===== src/hw/rtl/lfu_entry_mem.sv =====
module lfu_entry_mem #(
    parameter int DEPTH = 16,
    parameter int WIDTH = 83,
    localparam int AW   = (DEPTH > 1) ? $clog2(DEPTH) : 1
) (
    input  logic             i_clk,
    input  logic             i_we,
    input  logic [AW-1:0]    i_waddr,
    input  logic [WIDTH-1:0] i_wdata,
    input  logic [AW-1:0]    i_raddr,
    output logic [WIDTH-1:0] o_rdata
);

    logic [WIDTH-1:0] r_mem [DEPTH];
    logic [WIDTH-1:0] r_rdata;

    always_ff @(posedge i_clk) begin
        if (i_we) begin
            r_mem[i_waddr] <= i_wdata;
        end
        r_rdata <= r_mem[i_raddr];
    end

    assign o_rdata = r_rdata;

endmodule


===== config.mk =====
export PLATFORM = sky130hd
export DESIGN_NAME = lfu_entry_mem
export DESIGN_NICKNAME = d
export VERILOG_FILES = /design/src/hw/rtl/lfu_entry_mem.sv
export SDC_FILE = /design/constraint.sdc
export NUM_CORES = 1
export LEC_CHECK = 0
export BUFFER_PORTS_ARGS = -buffer_cell sky130_fd_sc_hd__buf_2
export CAP_MARGIN = 5
export CORE_ASPECT_RATIO = 0.9
export CORE_UTILIZATION = 36
export CTS_CLUSTER_SIZE = 28
export DETAILED_ROUTE_END_ITERATION = 8
export PLACE_DENSITY = 0.5
export SLEW_MARGIN = 20
export SYNTH_ARGS = -nofsm -noshare
export SYNTH_HDL_FRONTEND = slang
export SYNTH_SLANG_ARGS = --single-unit
export TNS_END_PERCENT = 100

===== constraint.sdc =====
create_clock -name i_clk -period 9.11 [get_ports i_clk]
set_clock_uncertainty 0.1 [all_clocks]
set_input_delay 0.911 -clock i_clk [delete_from_list [all_inputs] [get_ports i_clk]]
set_output_delay 0.911 -clock i_clk [all_outputs]
set_load 0.005 [all_outputs]

## Yosys cells after proc, flatten, opt, wreduce, memory -nomap -nowiden

Memories as Yosys holds them, arrays and structs flattened. A register that Yosys moved wholly into a read port is not among the register bits.
Index checks and enable logic that the tools add are counted.
W data, S select, Z words.

- Multiplexer cells: 2

Operators with widths:

| operator | number |
|---|---|
| $mux W1 | 2 |

- Memories: 1
- Bits in writable memories: 1328
- Word-level logic and storage cells: 3
- Output and inout port bits: 83
- Bits in registers: 0

Memory list:

| memory | words | width | read ports | clocked after memory_dff | wr ports | RTL line | RTL |
|---|---|---|---|---|---|---|---|
| r_mem | 16 | 83 | 1 | 1 | 1 | 14 | `logic [WIDTH-1:0] r_mem [DEPTH];` |

## Logic depth before layout (Yosys ltp)

- Depth after elaboration: 2
- Depth in mapped cells: 6

## Worst setup path before layout

No wires, ideal clock.

- Path type: input port to flip-flop
- From: input port i_waddr[2]
- To: memory r_mem[0][0] (enable)
- Cell stages on the path: 2
- Data arrival time: 6.974 ns
- Setup slack: 1.409 ns
- Path buffers: 0
- Cells stage by stage: or3b_1 nor3_1

RTL lines:

| what | RTL line | RTL |
|---|---|---|
| start: declaration | 8 | `input logic [AW-1:0] i_waddr,` |
| end: declaration | 14 |  |

No word-level cell before the write port.

==> implementation parameters <==
Parameter                              Value

Routing
  Total vias in the final route ... 23267
  DRT Pass-1 Iters ... 5
  Post-route DRC violation count ... 0
  Ratio of routed vias to standard cells ... 5.33
  Count of routing violations after the opening detailed-route iteration ... 1826
  Average detailed-routed wire length per instance ... 28.6 µm
  Antenna Nets Post-Route ... 0
  Post-Route WL ... 125 mm

Clock network
  Number of setup buffers added after CTS ... 0
  TritonCTS Buffers ... 146
  H-tree depth ... 4
  Clock sink count ... 1411
  Count of cells resized by post-cts repair ... 0
  Maximum buffer depth of the clock tree ... 3
  TritonCTS clock tree ... done
  Clock root buffer master ... clkbuf_16
  Clock latency on the worst-skew pair ... 0.76 ns
  Hold buffer count at CTS ... 0
  Clock transition at the registers of the reported paths ... 0.06 ns

Hold path
  Worst min-delay path category ... input port to flip-flop

Synth
  Register bit count reported by yosys ... 1411
  Synth Flop Type ... edfxtp_1
  Synthesized cell area ... 51300 µm²
  Share of the yosys chip area belonging to registers ... 0.810
  Post-Synthesis Mean Instance Area ... 24.1 µm²
  Post-synth EDFFs ... 1328
  Post-synth net total ... 2222
  Synthesized instance count ... 2129
  Synth Warn # ... 0
  Share of synthesized registers carrying an async set or reset ... 0
  Post-synthesis cell type count ... 18

Power
  Power density normalized to cell area ... 234 nW/µm²
  Peak supply drop ... 0.201 mV
  Part of the total power dissipated in combinational logic ... 0.045
  Cell internal pwr ... 11.0 mW
  Static leakage ... 18.8 nW
  Net switching power figure ... 2.89 mW
  Switching share of power ... 0.209
  Part of the total power dissipated in sequential elements ... 0.528
  Relative contribution of the clock network to total power ... 0.427

STA
  Hold violation count in the final report ... 0
  Number of slew-limit violations in the final report ... 0
  Final critical-path required period ... 3.06 ns
  Final count of negative-setup-slack endpoints ... 0
  RSZ-0062 raised after global routing ... no
  Tcrit/Tclk final ... 0.336
  Fmax achieved ... 0.327 GHz
  Crit path setup slack, layout ... 6.05 ns
  Worst slew pin tran ... 1.12 ns
  Normalized max-slew margin ... 0.256
  Final total negative setup slack ... 0 ns

Critical path
  Reg2Reg Depth ... 3
  Crit-path max FO ... 79
  Critical Path AT ... 3.60 ns
  Worst R2R Start ... r_mem[15][57]
  Crit end category ... flip-flop
  Setup crit start ... i_raddr[1]
  Worst setup endpoint ... o_rdata[16]
  Required time at the worst-slack endpoint ... 9.65 ns
  Register-to-Register Setup Slack ... 7.56 ns
  Worst Path Class, Setup ... input port to flip-flop
  R2r endpoint ... o_rdata[57]
  Crit start category ... input port

Layout
  Post-Route Utilization ... 0.419
  Area growth from synthesis to layout ... 15.7%
  Proportion of layout cells with a drive suffix above 1 ... 0.309
  Number of filler cells placed in the layout ... 12172
  Non-Filler Instances ... 4364
  Net total in the final layout ... 2470

Die
  Area of the die ... 144000 µm²
  Core Box Area ... 142000 µm²
  Die Wd ... 400 µm
  Initial core utilization ... 0.362
  Die Span Y ... 360 µm
  Number of ports placed on the die boundary ... 176
  Floorplan row count ... 131

Status
  Status ... finished clean

Placed design
  Placed wire-length estimate after detailed placement ... 55.5 mm
  Count of input and output buffers ... 175
  Number of cells after detailed placement ... 4090
  Final weighted congestion in routability-driven placement ... 0.683
  Pre-CTS WS ... 5.20 ns

GRT
  Gr usage total ... 0.175
  Vias in the first global route ... 25154
  Final global-route overflow total ... 0
  Maximum number of pins on one net before global-route repair ... 125
  Initial antenna violation count ... 25
  Wire length of the first global-routing pass ... 179 mm

Flow run
  Max-cap viol count ... 0
Yosys cell counts (2+ instances only):
library cell | instances | area share
nor3_1 | 4 | 0.00039
nand2b_1 | 2 | 0.00024
a22oi_1 | 166 | 0.024
clkbuf_1 | 42 | 0.0031
nand2_1 | 84 | 0.0061
nor2_1 | 13 | 0.00095
mux4_2 | 332 | 0.15
nor2b_1 | 2 | 0.00024
buf_2 | 32 | 0.0031
buf_4 | 10 | 0.0015
buf_6 | 15 | 0.0033
edfxtp_1 | 1328 | 0.78
dfxtp_1 | 83 | 0.032
buf_1 | 11 | 0.00080
nand3b_1 | 2 | 0.00029
worst max-delay path, cell delays in order:
cell and delay [ns]:
buf_8 0.52, buf_4 0.56, buf_4 0.74, mux4_2 0.42, a22oi_1 0.21, nand2_1 0.09
stage by stage:
step	cell area [µm²]	total power, mW	hold slack, ns
after floorplan	51300	7.78	0.535
after global placement	54500	8.07	0.553
after detailed placement	54500	8.09	0.554
after CTS	59300	14.0	0.347
after global routing	59300	14.3	0.384
final	59300	13.9	0.420
state kept, by name (all words and copies together), names as in the netlist:
register  flops
r_mem      1328
o_rdata      83
per-layer routing:
layer / GRT usage / part of all wire
met4: 0.0443 / 0.018
met5: 0 / 0.0013
met1: 0.253 / 0.46
met2: 0.266 / 0.46
met3: 0.0415 / 0.062
power groups by stage:
stage	Clock, mW	Combinational, mW	Sequential (mW)
floorplan	0	0.345	7.44
global placement	0	0.619	7.45
detailed placement	0	0.631	7.46
CTS	6.07	0.633	7.32
global route	6.30	0.675	7.33
finish	5.92	0.617	7.32
cells by family (layout without fill, tap and decap cells):
group,after synthesis,after routing,synth area share
AND/OR/NAND/NOR,110,110,0.00866
multiplexers,332,332,0.146
buffers and inverters,110,479,0.0118
other,0,4,0
flip-flops,1411,1411,0.810
AO/OA/AOI/OAI,166,166,0.0243
placed cells by master, fill, tap and decap left out, drive strengths merged:
| cell type | instances |
|---|---|
| edfxtp | 1328 |
| clkinv | 50 |
| nor2 | 13 |
| nor2b | 2 |
| nand3 | 1 |
| and2 | 1 |
| clkbuf | 199 |
| clkinvlp | 3 |
| nand2b | 2 |
| dfxtp | 83 |
| mux4 | 332 |
| nand3b | 2 |
| or3b | 1 |
| buf | 210 |
| nand2 | 84 |
| bufinv | 10 |
| inv | 7 |
| diode | 4 |
| a22oi | 166 |
| nor3 | 4 |
layout make-up:
class	instances	area, µm²	share of cell area
antenna	4	10.0	0.000169
clock buffer	199	4110	0.0692
clock inverter	70	668	0.0113
multi-input combinational	608	9300	0.157
sequential	1411	41500	0.700
tap	1862	2330	0.0393
timing repair buffer	210	1380	0.0233
worst min-delay path by stage:
stage	from	end	slack [ns]	depth (start not counted)
floorplan	r_mem[14][0]	o_rdata[0]	0.53	3
global placement	r_mem[14][40]	o_rdata[40]	0.55	3
detailed placement	r_mem[14][73]	o_rdata[73]	0.55	3
CTS	i_wdata[70]	r_mem[13][70]	0.35	1
global route	i_wdata[29]	r_mem[9][29]	0.38	1
finish	i_wdata[16]	r_mem[2][16]	0.42	1
(Power assumes the default switching activity.)
